===== src/hdl/spq_pkg.sv =====
// spq_pkg: sizes, operation and status codes and shared types of the sorted priority queue
// no dependencies; compiled first

package spq_pkg;

    localparam int DEPTH  = 8;
    localparam int KEY_W  = 32;
    localparam int TAG_W  = 8;
    localparam int CAP_W  = 4;
    localparam int OCC_W  = 4;
    localparam int KIND_W = 2;
    localparam int STAT_W = 2;

    localparam int ADDR_W = $clog2(DEPTH);
    localparam int CNT_W  = $clog2(DEPTH + 1);
    localparam int LIM_W  = (CNT_W > CAP_W) ? CNT_W : CAP_W;

    localparam logic [KIND_W-1:0] KIND_INSERT = 2'd0;
    localparam logic [KIND_W-1:0] KIND_POP    = 2'd1;
    localparam logic [KIND_W-1:0] KIND_CLEAR  = 2'd2;

    localparam logic [STAT_W-1:0] ST_OK    = 2'd0;
    localparam logic [STAT_W-1:0] ST_FULL  = 2'd1;
    localparam logic [STAT_W-1:0] ST_DUP   = 2'd2;
    localparam logic [STAT_W-1:0] ST_EMPTY = 2'd3;

    localparam logic [CAP_W-1:0] CAP_RESET = 4'd8;

    typedef struct packed {
        logic eq;
        logic gt;
    } cmp_res_t;

endpackage


===== src/hdl/spq_req_if.sv =====
// spq_req_if: request channel of the sorted priority queue
// depends on spq_pkg

interface spq_req_if;
    import spq_pkg::*;

    logic                     valid;
    logic                     ready;
    logic [KIND_W-1:0]        kind;
    logic signed [KEY_W-1:0]  new_priority;
    logic [TAG_W-1:0]         new_tag;

    modport source (output valid, kind, new_priority, new_tag, input ready);
    modport sink   (input valid, kind, new_priority, new_tag, output ready);
endinterface


===== src/hdl/spq_rsp_if.sv =====
// spq_rsp_if: result channel of the sorted priority queue
// depends on spq_pkg

interface spq_rsp_if;
    import spq_pkg::*;

    logic                     valid;
    logic                     ready;
    logic [STAT_W-1:0]        status;
    logic signed [KEY_W-1:0]  out_priority;
    logic [TAG_W-1:0]         out_tag;
    logic [OCC_W-1:0]         occupancy;

    modport source (output valid, status, out_priority, out_tag, occupancy, input ready);
    modport sink   (input valid, status, out_priority, out_tag, occupancy, output ready);
endinterface


===== src/hdl/spq_cfg_if.sv =====
// spq_cfg_if: capacity register write channel of the sorted priority queue
// depends on spq_pkg

interface spq_cfg_if;
    import spq_pkg::*;

    logic              valid;
    logic              ready;
    logic [CAP_W-1:0]  capacity;

    modport source (output valid, capacity, input ready);
    modport sink   (input valid, capacity, output ready);
endinterface


===== src/hdl/spq_cmp.sv =====
// spq_cmp: shared key comparator, equality and signed greater-than
// depends on spq_pkg

module spq_cmp (
    input  logic signed [spq_pkg::KEY_W-1:0] lhs,
    input  logic signed [spq_pkg::KEY_W-1:0] rhs,
    output spq_pkg::cmp_res_t                res
);
    import spq_pkg::*;

    always_comb
    begin
        res.eq = (lhs == rhs);
        res.gt = (lhs > rhs);
    end

endmodule


===== src/hdl/sorted_priority_queue_core.sv =====
// sorted_priority_queue_core: top level of the sorted priority queue
// depends on spq_pkg, spq_req_if, spq_rsp_if, spq_cfg_if and spq_cmp

// Bounded priority queue of DEPTH entries kept in ascending signed priority
// order in a one-write, one-read key/tag memory. One request beat is taken at
// a time; a sequencer walks the memory with a single comparator. Clear, a
// refused insert, an empty pop, an insert into an empty queue and an unknown
// kind answer at the accepting edge. Other inserts run a duplicate scan from
// the bottom, then a shift pass from the top that moves each greater key up
// one slot and stops at the insertion point to drop the new key in; a
// duplicate ends the scan with ST_DUP. A pop reads the head, then moves each
// remaining entry down one slot. The sequencer handles one entry per cycle,
// as set by the single memory read port. The result beat is held in an
// output register; a new request can be taken as early as the cycle in which
// its predecessor's result is taken. The user must write capacity on the cfg
// channel only while the block is idle; the block itself does not enforce it.

module sorted_priority_queue_core (
    input  logic       clk,
    input  logic       rst_n,
    spq_req_if.sink    req,
    spq_rsp_if.source  rsp,
    spq_cfg_if.sink    cfg
);
    import spq_pkg::*;

    typedef enum logic [5:0] {
        S_IDLE      = 6'b000001,
        S_DUP       = 6'b000010,
        S_INS       = 6'b000100,
        S_INS_HEAD  = 6'b001000,
        S_POP_HEAD  = 6'b010000,
        S_POP_SHIFT = 6'b100000
    } state_t;

    // sequencer state
    state_t                  state_reg, state_next;
    logic [ADDR_W-1:0]       idx_reg, idx_next;
    logic [CNT_W-1:0]        count_reg, count_next;
    logic [CAP_W-1:0]        capacity_reg;

    // latched request
    logic signed [KEY_W-1:0] pri_reg, pri_next;
    logic [TAG_W-1:0]        tag_reg, tag_next;

    // result beat
    logic                    rsp_valid_reg, rsp_valid_next;
    logic [STAT_W-1:0]       status_reg, status_next;
    logic signed [KEY_W-1:0] opri_reg, opri_next;
    logic [TAG_W-1:0]        otag_reg, otag_next;

    // key and tag memory
    logic [KEY_W-1:0]        key_mem [DEPTH];
    logic [TAG_W-1:0]        tag_mem [DEPTH];
    logic [KEY_W-1:0]        key_rd_reg;
    logic [TAG_W-1:0]        tag_rd_reg;
    logic                    wr_en;
    logic [ADDR_W-1:0]       wr_addr;
    logic [KEY_W-1:0]        wr_key;
    logic [TAG_W-1:0]        wr_tag;

    logic [LIM_W-1:0]        count_ext;
    logic [LIM_W-1:0]        cap_ext;
    logic [LIM_W-1:0]        limit;
    logic                    is_full;
    logic [CNT_W-1:0]        count_m1;
    logic [ADDR_W-1:0]       last_idx;
    logic                    req_fire;
    cmp_res_t                cmp;

    // the one comparator: stored key against the key being inserted
    spq_cmp u_cmp (
        .lhs (signed'(key_rd_reg)),
        .rhs (pri_reg),
        .res (cmp)
    );

    // limit is min(capacity, DEPTH)
    assign count_ext = LIM_W'(count_reg);
    assign cap_ext   = LIM_W'(capacity_reg);
    assign limit     = (cap_ext < LIM_W'(DEPTH)) ? cap_ext : LIM_W'(DEPTH);
    assign is_full   = (count_ext >= limit);
    assign count_m1  = count_reg - 1'b1;
    assign last_idx  = count_m1[ADDR_W-1:0];

    // a new beat is taken only when idle and the result register is free or draining
    assign req.ready = (state_reg == S_IDLE) && (!rsp_valid_reg || rsp.ready);
    assign req_fire  = req.valid && req.ready;

    assign cfg.ready = 1'b1;

    assign rsp.valid        = rsp_valid_reg;
    assign rsp.status       = status_reg;
    assign rsp.out_priority = opri_reg;
    assign rsp.out_tag      = otag_reg;
    assign rsp.occupancy    = count_ext[OCC_W-1:0];

    always_comb
    begin
        state_next     = state_reg;
        idx_next       = idx_reg;
        count_next     = count_reg;
        pri_next       = pri_reg;
        tag_next       = tag_reg;
        rsp_valid_next = rsp_valid_reg && !rsp.ready;
        status_next    = status_reg;
        opri_next      = opri_reg;
        otag_next      = otag_reg;
        wr_en          = 1'b0;
        wr_addr        = '0;
        wr_key         = pri_reg;
        wr_tag         = tag_reg;

        case (state_reg)
            S_IDLE:
            begin
                if (req_fire)
                begin
                    pri_next  = req.new_priority;
                    tag_next  = req.new_tag;
                    opri_next = '0;
                    otag_next = '0;
                    case (req.kind)
                        KIND_INSERT:
                        begin
                            if (is_full)
                            begin
                                rsp_valid_next = 1'b1;
                                status_next    = ST_FULL;
                            end
                            else if (count_reg == '0)
                            begin
                                // empty queue: goes straight into slot zero
                                wr_en          = 1'b1;
                                wr_addr        = '0;
                                wr_key         = req.new_priority;
                                wr_tag         = req.new_tag;
                                count_next     = CNT_W'(1);
                                rsp_valid_next = 1'b1;
                                status_next    = ST_OK;
                            end
                            else
                            begin
                                idx_next   = '0;
                                state_next = S_DUP;
                            end
                        end
                        KIND_POP:
                        begin
                            if (count_reg == '0)
                            begin
                                rsp_valid_next = 1'b1;
                                status_next    = ST_EMPTY;
                            end
                            else
                            begin
                                idx_next   = '0;
                                state_next = S_POP_HEAD;
                            end
                        end
                        KIND_CLEAR:
                        begin
                            count_next     = '0;
                            rsp_valid_next = 1'b1;
                            status_next    = ST_OK;
                        end
                        default:
                        begin
                            rsp_valid_next = 1'b1;
                            status_next    = ST_OK;
                        end
                    endcase
                end
            end

            // bottom-up scan for an equal key
            S_DUP:
            begin
                if (cmp.eq)
                begin
                    rsp_valid_next = 1'b1;
                    status_next    = ST_DUP;
                    state_next     = S_IDLE;
                end
                else if (idx_reg == last_idx)
                begin
                    idx_next   = last_idx;
                    state_next = S_INS;
                end
                else
                begin
                    idx_next = idx_reg + 1'b1;
                end
            end

            // top-down pass: move greater keys up one slot, drop the new key in
            S_INS:
            begin
                wr_en   = 1'b1;
                wr_addr = idx_reg + 1'b1;
                if (cmp.gt)
                begin
                    wr_key = key_rd_reg;
                    wr_tag = tag_rd_reg;
                    if (idx_reg == '0)
                    begin
                        state_next = S_INS_HEAD;
                    end
                    else
                    begin
                        idx_next = idx_reg - 1'b1;
                    end
                end
                else
                begin
                    count_next     = count_reg + 1'b1;
                    rsp_valid_next = 1'b1;
                    status_next    = ST_OK;
                    state_next     = S_IDLE;
                end
            end

            // every held key was greater: new key becomes the head
            S_INS_HEAD:
            begin
                wr_en          = 1'b1;
                wr_addr        = '0;
                count_next     = count_reg + 1'b1;
                rsp_valid_next = 1'b1;
                status_next    = ST_OK;
                state_next     = S_IDLE;
            end

            S_POP_HEAD:
            begin
                opri_next = signed'(key_rd_reg);
                otag_next = tag_rd_reg;
                if (count_reg == CNT_W'(1))
                begin
                    count_next     = '0;
                    rsp_valid_next = 1'b1;
                    status_next    = ST_OK;
                    state_next     = S_IDLE;
                end
                else
                begin
                    idx_next   = ADDR_W'(1);
                    state_next = S_POP_SHIFT;
                end
            end

            // move each remaining entry down one slot
            S_POP_SHIFT:
            begin
                wr_en   = 1'b1;
                wr_addr = idx_reg - 1'b1;
                wr_key  = key_rd_reg;
                wr_tag  = tag_rd_reg;
                if (idx_reg == last_idx)
                begin
                    count_next     = count_m1;
                    rsp_valid_next = 1'b1;
                    status_next    = ST_OK;
                    state_next     = S_IDLE;
                end
                else
                begin
                    idx_next = idx_reg + 1'b1;
                end
            end

            default:
            begin
                state_next = S_IDLE;
            end
        endcase
    end

    // memory: one write, one registered read that follows the next index
    always_ff @(posedge clk)
    begin
        if (wr_en)
        begin
            key_mem[wr_addr] <= wr_key;
            tag_mem[wr_addr] <= wr_tag;
        end
        key_rd_reg <= key_mem[idx_next];
        tag_rd_reg <= tag_mem[idx_next];
    end

    always_ff @(posedge clk or negedge rst_n)
    begin
        if (!rst_n)
        begin
            state_reg     <= S_IDLE;
            idx_reg       <= '0;
            count_reg     <= '0;
            capacity_reg  <= CAP_RESET;
            rsp_valid_reg <= 1'b0;
        end
        else
        begin
            state_reg     <= state_next;
            idx_reg       <= idx_next;
            count_reg     <= count_next;
            rsp_valid_reg <= rsp_valid_next;
            if (cfg.valid && cfg.ready)
            begin
                capacity_reg <= cfg.capacity;
            end
        end
    end

    // payload registers
    always_ff @(posedge clk)
    begin
        pri_reg    <= pri_next;
        tag_reg    <= tag_next;
        status_reg <= status_next;
        opri_reg   <= opri_next;
        otag_reg   <= otag_next;
    end

endmodule

===== src/flat_wrapper.sv =====
// flat-port wrapper written by rule: the top's interface ports become plain ports
module sorted_priority_queue_core_flat import spq_pkg::*;
  (clk, rst_n, req_valid, req_kind, req_new_priority, req_new_tag, req_ready, rsp_valid, rsp_status, rsp_out_priority, rsp_out_tag, rsp_occupancy, rsp_ready, cfg_valid, cfg_capacity, cfg_ready);
  spq_req_if req_i ();
  spq_rsp_if rsp_i ();
  spq_cfg_if cfg_i ();
  input  logic clk;
  input  logic rst_n;
  input wire logic [$bits(req_i.valid)-1:0] req_valid;
  input wire logic [$bits(req_i.kind)-1:0] req_kind;
  input wire logic [$bits(req_i.new_priority)-1:0] req_new_priority;
  input wire logic [$bits(req_i.new_tag)-1:0] req_new_tag;
  output wire logic [$bits(req_i.ready)-1:0] req_ready;
  output wire logic [$bits(rsp_i.valid)-1:0] rsp_valid;
  output wire logic [$bits(rsp_i.status)-1:0] rsp_status;
  output wire logic [$bits(rsp_i.out_priority)-1:0] rsp_out_priority;
  output wire logic [$bits(rsp_i.out_tag)-1:0] rsp_out_tag;
  output wire logic [$bits(rsp_i.occupancy)-1:0] rsp_occupancy;
  input wire logic [$bits(rsp_i.ready)-1:0] rsp_ready;
  input wire logic [$bits(cfg_i.valid)-1:0] cfg_valid;
  input wire logic [$bits(cfg_i.capacity)-1:0] cfg_capacity;
  output wire logic [$bits(cfg_i.ready)-1:0] cfg_ready;
  assign req_i.valid = req_valid;
  assign req_i.kind = req_kind;
  assign req_i.new_priority = req_new_priority;
  assign req_i.new_tag = req_new_tag;
  assign req_ready = req_i.ready;
  assign rsp_valid = rsp_i.valid;
  assign rsp_status = rsp_i.status;
  assign rsp_out_priority = rsp_i.out_priority;
  assign rsp_out_tag = rsp_i.out_tag;
  assign rsp_occupancy = rsp_i.occupancy;
  assign rsp_i.ready = rsp_ready;
  assign cfg_i.valid = cfg_valid;
  assign cfg_i.capacity = cfg_capacity;
  assign cfg_ready = cfg_i.ready;
  sorted_priority_queue_core u_core (.clk(clk), .rst_n(rst_n), .req(req_i), .rsp(rsp_i), .cfg(cfg_i));
endmodule

===== config.mk =====
export PLATFORM = sky130hd
export DESIGN_NAME = sorted_priority_queue_core_flat
export DESIGN_NICKNAME = d
export VERILOG_FILES = /design/src/hdl/spq_pkg.sv /design/src/hdl/spq_req_if.sv /design/src/hdl/spq_rsp_if.sv /design/src/hdl/spq_cfg_if.sv /design/src/hdl/spq_cmp.sv /design/src/hdl/sorted_priority_queue_core.sv /design/src/flat_wrapper.sv
export SDC_FILE = /design/constraint.sdc
export NUM_CORES = 1
export LEC_CHECK = 0
export BUFFER_PORTS_ARGS = -buffer_cell sky130_fd_sc_hd__clkbuf_2
export CORE_ASPECT_RATIO = 1.2
export CORE_MARGIN = 5
export CORE_UTILIZATION = 35
export DETAILED_ROUTE_END_ITERATION = 7
export GPL_TIMING_DRIVEN = 1
export PLACE_DENSITY = 0.59
export SLEW_MARGIN = 0
export SYNTH_ARGS = -nofsm -noshare
export SYNTH_HDL_FRONTEND = slang
export SYNTH_SLANG_ARGS = --single-unit

===== constraint.sdc =====
create_clock -name clk -period 6.6 [get_ports clk]
set_clock_uncertainty 0.2 [all_clocks]
set_input_delay 0 -clock clk [delete_from_list [all_inputs] [get_ports clk]]
set_output_delay 0 -clock clk [all_outputs]
set_load 0.05 [all_outputs]

==> impl_metrics.tcl <==
set metrics [dict create \
    cp.required_ns 6.84 \
    synthesis.nets 1641 \
    switchingPower_mw 2.78 \
    first_global_vias 13400 \
    synth_edf_count 402 \
    yosys-top-cells-area "edfxtp_1 (61%), nand2_1 (6.1%), dfxtp_1 (4.0%)" \
    overflow 0 \
    routabilityCongestion 0.835 \
    cts_root_buffer "clkbuf_16" \
    synth_top_cell_area_share_pct 60.8 \
    synthArstFlopShare_pct 3.91 \
    pre_cts_ws_ns 1.44 \
    antenna_cells 0 \
    pwr-share-clk_pct 29.2 \
    worst_ir_drop_vdd_mv 0.179 \
    cts.reportedPaths.clkPinSlew_ns 0.06 \
    cap_viol_max_count 0 \
    post_cts_resized 0 \
    netlist_area_um2 19800 \
    hold_buffers 73 \
    cellPowerDensity_nw_per_um2 365 \
    drv_slew 0 \
    dieHeight_um 271 \
    routed_via_density 5.41 \
    yosysTopAreaCell "edfxtp_1" \
    synth-warning-count 0 \
    slew_headroom_pct 12.0 \
    layout.nets 1792 \
    drive_gt1_share_pct 13.9 \
    clockBufferDepth 3 \
    setup_ws_ns 1.28 \
    final_area_um2 23300 \
    synth_cell_type_count 78 \
    regMostFlops "u_core.key_mem" \
    firstDrtPassIters 6 \
    power_frac_comb_pct 24.5 \
    cts_setup_buffers 0 \
    dp_hpwl_mm 31.3 \
    ys_ff_latch 460 \
    period_share_pct 80.6 \
    place_area_um2 21100 \
    htreeDepth 2 \
    grt_pass1_wl_mm 82.1 \
    worstSetupPathType "reg2reg" \
    cp-start-kind "flop" \
    fin_tns_setup_ns 0 \
    routed_wl_mm 54.5 \
    antenna_found_initial 1 \
    synthCells 1548 \
    grt.total_usage_pct 17.3 \
    synth_common_cells "edfxtp_1 (402), nand2_1 (320), nand3_1 (93)" \
    first_iter_violations 1127 \
    status "complete, no violations" \
    p_int_mw 5.72 \
    largest_register_ff_count 256 \
    path_max_fanout 49 \
    ant_nets 0 \
    synthFlopType "edfxtp_1" \
    worstMarginPinSlew_ns 1.29 \
    wl_per_cell_um 22.1 \
    grt_max_degree 88 \
    crit_path_end_kind "flop" \
    cts.sinks 460 \
    ff2ff_path_depth 14 \
    rows 95 \
    cp_data_arrival_time_ns 5.56 \
    leakagePower_nw 8.66 \
    period_needed_ns 5.32 \
    max_freq_mhz 188 \
    ios 100 \
    pwr-share-seq_pct 46.2 \
    initial_core_util_pct 35.4 \
    hold_viol_final 0 \
    reg_top3 "u_core.key_mem (256), u_core.tag_mem (64)" \
    dieArea_um2 61600 \
    rsz0062_at_grt "false" \
    post-route-util_pct 41.5 \
    die-width_um 227 \
    core_um2 56100 \
    finalSetupViolCount 0 \
    vias 13300 \
    clock_latency_ns 0.55 \
    area_growth_syn_to_layout_pct 17.3 \
    drc 0 \
    io_buffers 98 \
    syn-mean-instance-area_um2 12.8 \
    yosysSeqAreaShare_pct 67.1 \
    nFillCells 5161 \
    yosysMostFrequentCell "edfxtp_1" \
    p_sw_share_pct 32.7 \
    numCtsBuffers 45 \
    hold_path_class "in2reg" \
    cts_tree "yes" \
    min_path_cells 2 \
]
[metal layers]
layer	global-route usage, %	share of wire [%]	vias to the layer above
li1	-	-	6091
met1	22.9	42	6641
met2	29.1	49	478
met3	2.50	5.9	105
met4	5.86	3.2	0
met5	0	0	-
[through the flow]
stage	std cells	total power [mW]	hold WS (ns)
after floorplan	1548	5.37	-0.496
after global placement	2306	6.00	-0.221
after detailed placement	2306	6.03	-0.222
after CTS	2462	8.56	0.000694
after global routing	2462	8.91	0.00882
final	2462	8.51	0.00687
[power groups by stage]
| stage | clock [mW] | sequential, mW | combinational [mW] |
|---|---|---|---|
| 3_5_place_dp | 0 | 3.99 | 2.05 |
| 4_1_cts | 2.53 | 3.93 | 2.09 |
| 3_3_place_gp | 0 | 3.99 | 2.01 |
| 2_1_floorplan | 0 | 4.11 | 1.26 |
| 6_report | 2.49 | 3.93 | 2.09 |
| 5_1_grt | 2.66 | 3.97 | 2.28 |
[placed cells by master, fill, tap and decap left out, types with 32 or more instances in the layout]
cell,netlist,final
edfxtp_1,402,402
and2_1,51,50
inv_1,42,41
clkbuf_2,1,98
a31oi_1,32,32
nand3_1,93,92
a22oi_1,41,41
clkbuf_16,0,46
nand2_1,320,319
o21ai_0,46,46
ha_1,42,42
a221o_1,34,34
dlygate4sd3_1,0,73
and3_1,35,35
dfxtp_1,40,40
[final timing paths]
| kind | from | endpoint | slack [ns] |
|---|---|---|---|
| min in group asynchronous | rst_n | u_core.cap_ext[3] | 0.34 |
| hold / removal | req_new_priority[20] | u_core.pri_reg[20] | 0.007 |
| setup reg to reg | u_core.pri_reg[13] | u_core.key_rd_reg[31] | 1.28 |
| max in group asynchronous | rst_n | u_core.idx_reg[0] | 4.54 |
| setup / recovery | u_core.pri_reg[13] | u_core.key_rd_reg[31] | 1.28 |
| hold reg to reg | u_core.tag_rd_reg[2] | u_core.rsp.out_tag[2] | 0.35 |
[worst max-delay path: stages, from the launching register on]
cell and delay, ns:
edfxtp_1 0.35, inv_1 0.05, ha_1 0.29, nand4_1 0.32, nor4_1 0.83, nand2_1 0.34, a211oi_2 0.26, buf_4 0.43
nand2_1 0.15, a21o_1 0.22, a211oi_4 0.19, buf_4 0.62, mux4_2 0.59, and2_1 0.17, a31o_1 0.17
[kinds of logic after synthesis]
family | Yosys count | synth area share [%]
compound gates | 259 | 9.76
simple gates | 596 | 14.1
fa+ha+maj | 42 | 2.65
flops | 460 | 67.1
xor+xnor | 5 | 0.290
buf+inv | 141 | 3.23
other cells | 1 | 0.0189
mux | 44 | 2.82
[final cells by class]
class,count,area (um2),share of cell area (%)
Tap cell,727,910,3.91
Timing Repair Buffer,199,1460,6.25
Sequential cell,460,13300,57.2
Clock inverter,24,186,0.801
Clock buffer,59,1230,5.28
Inverter,46,176,0.758
Multi-Input combinational cell,947,6000,25.8
(Power assumes the default switching activity.)
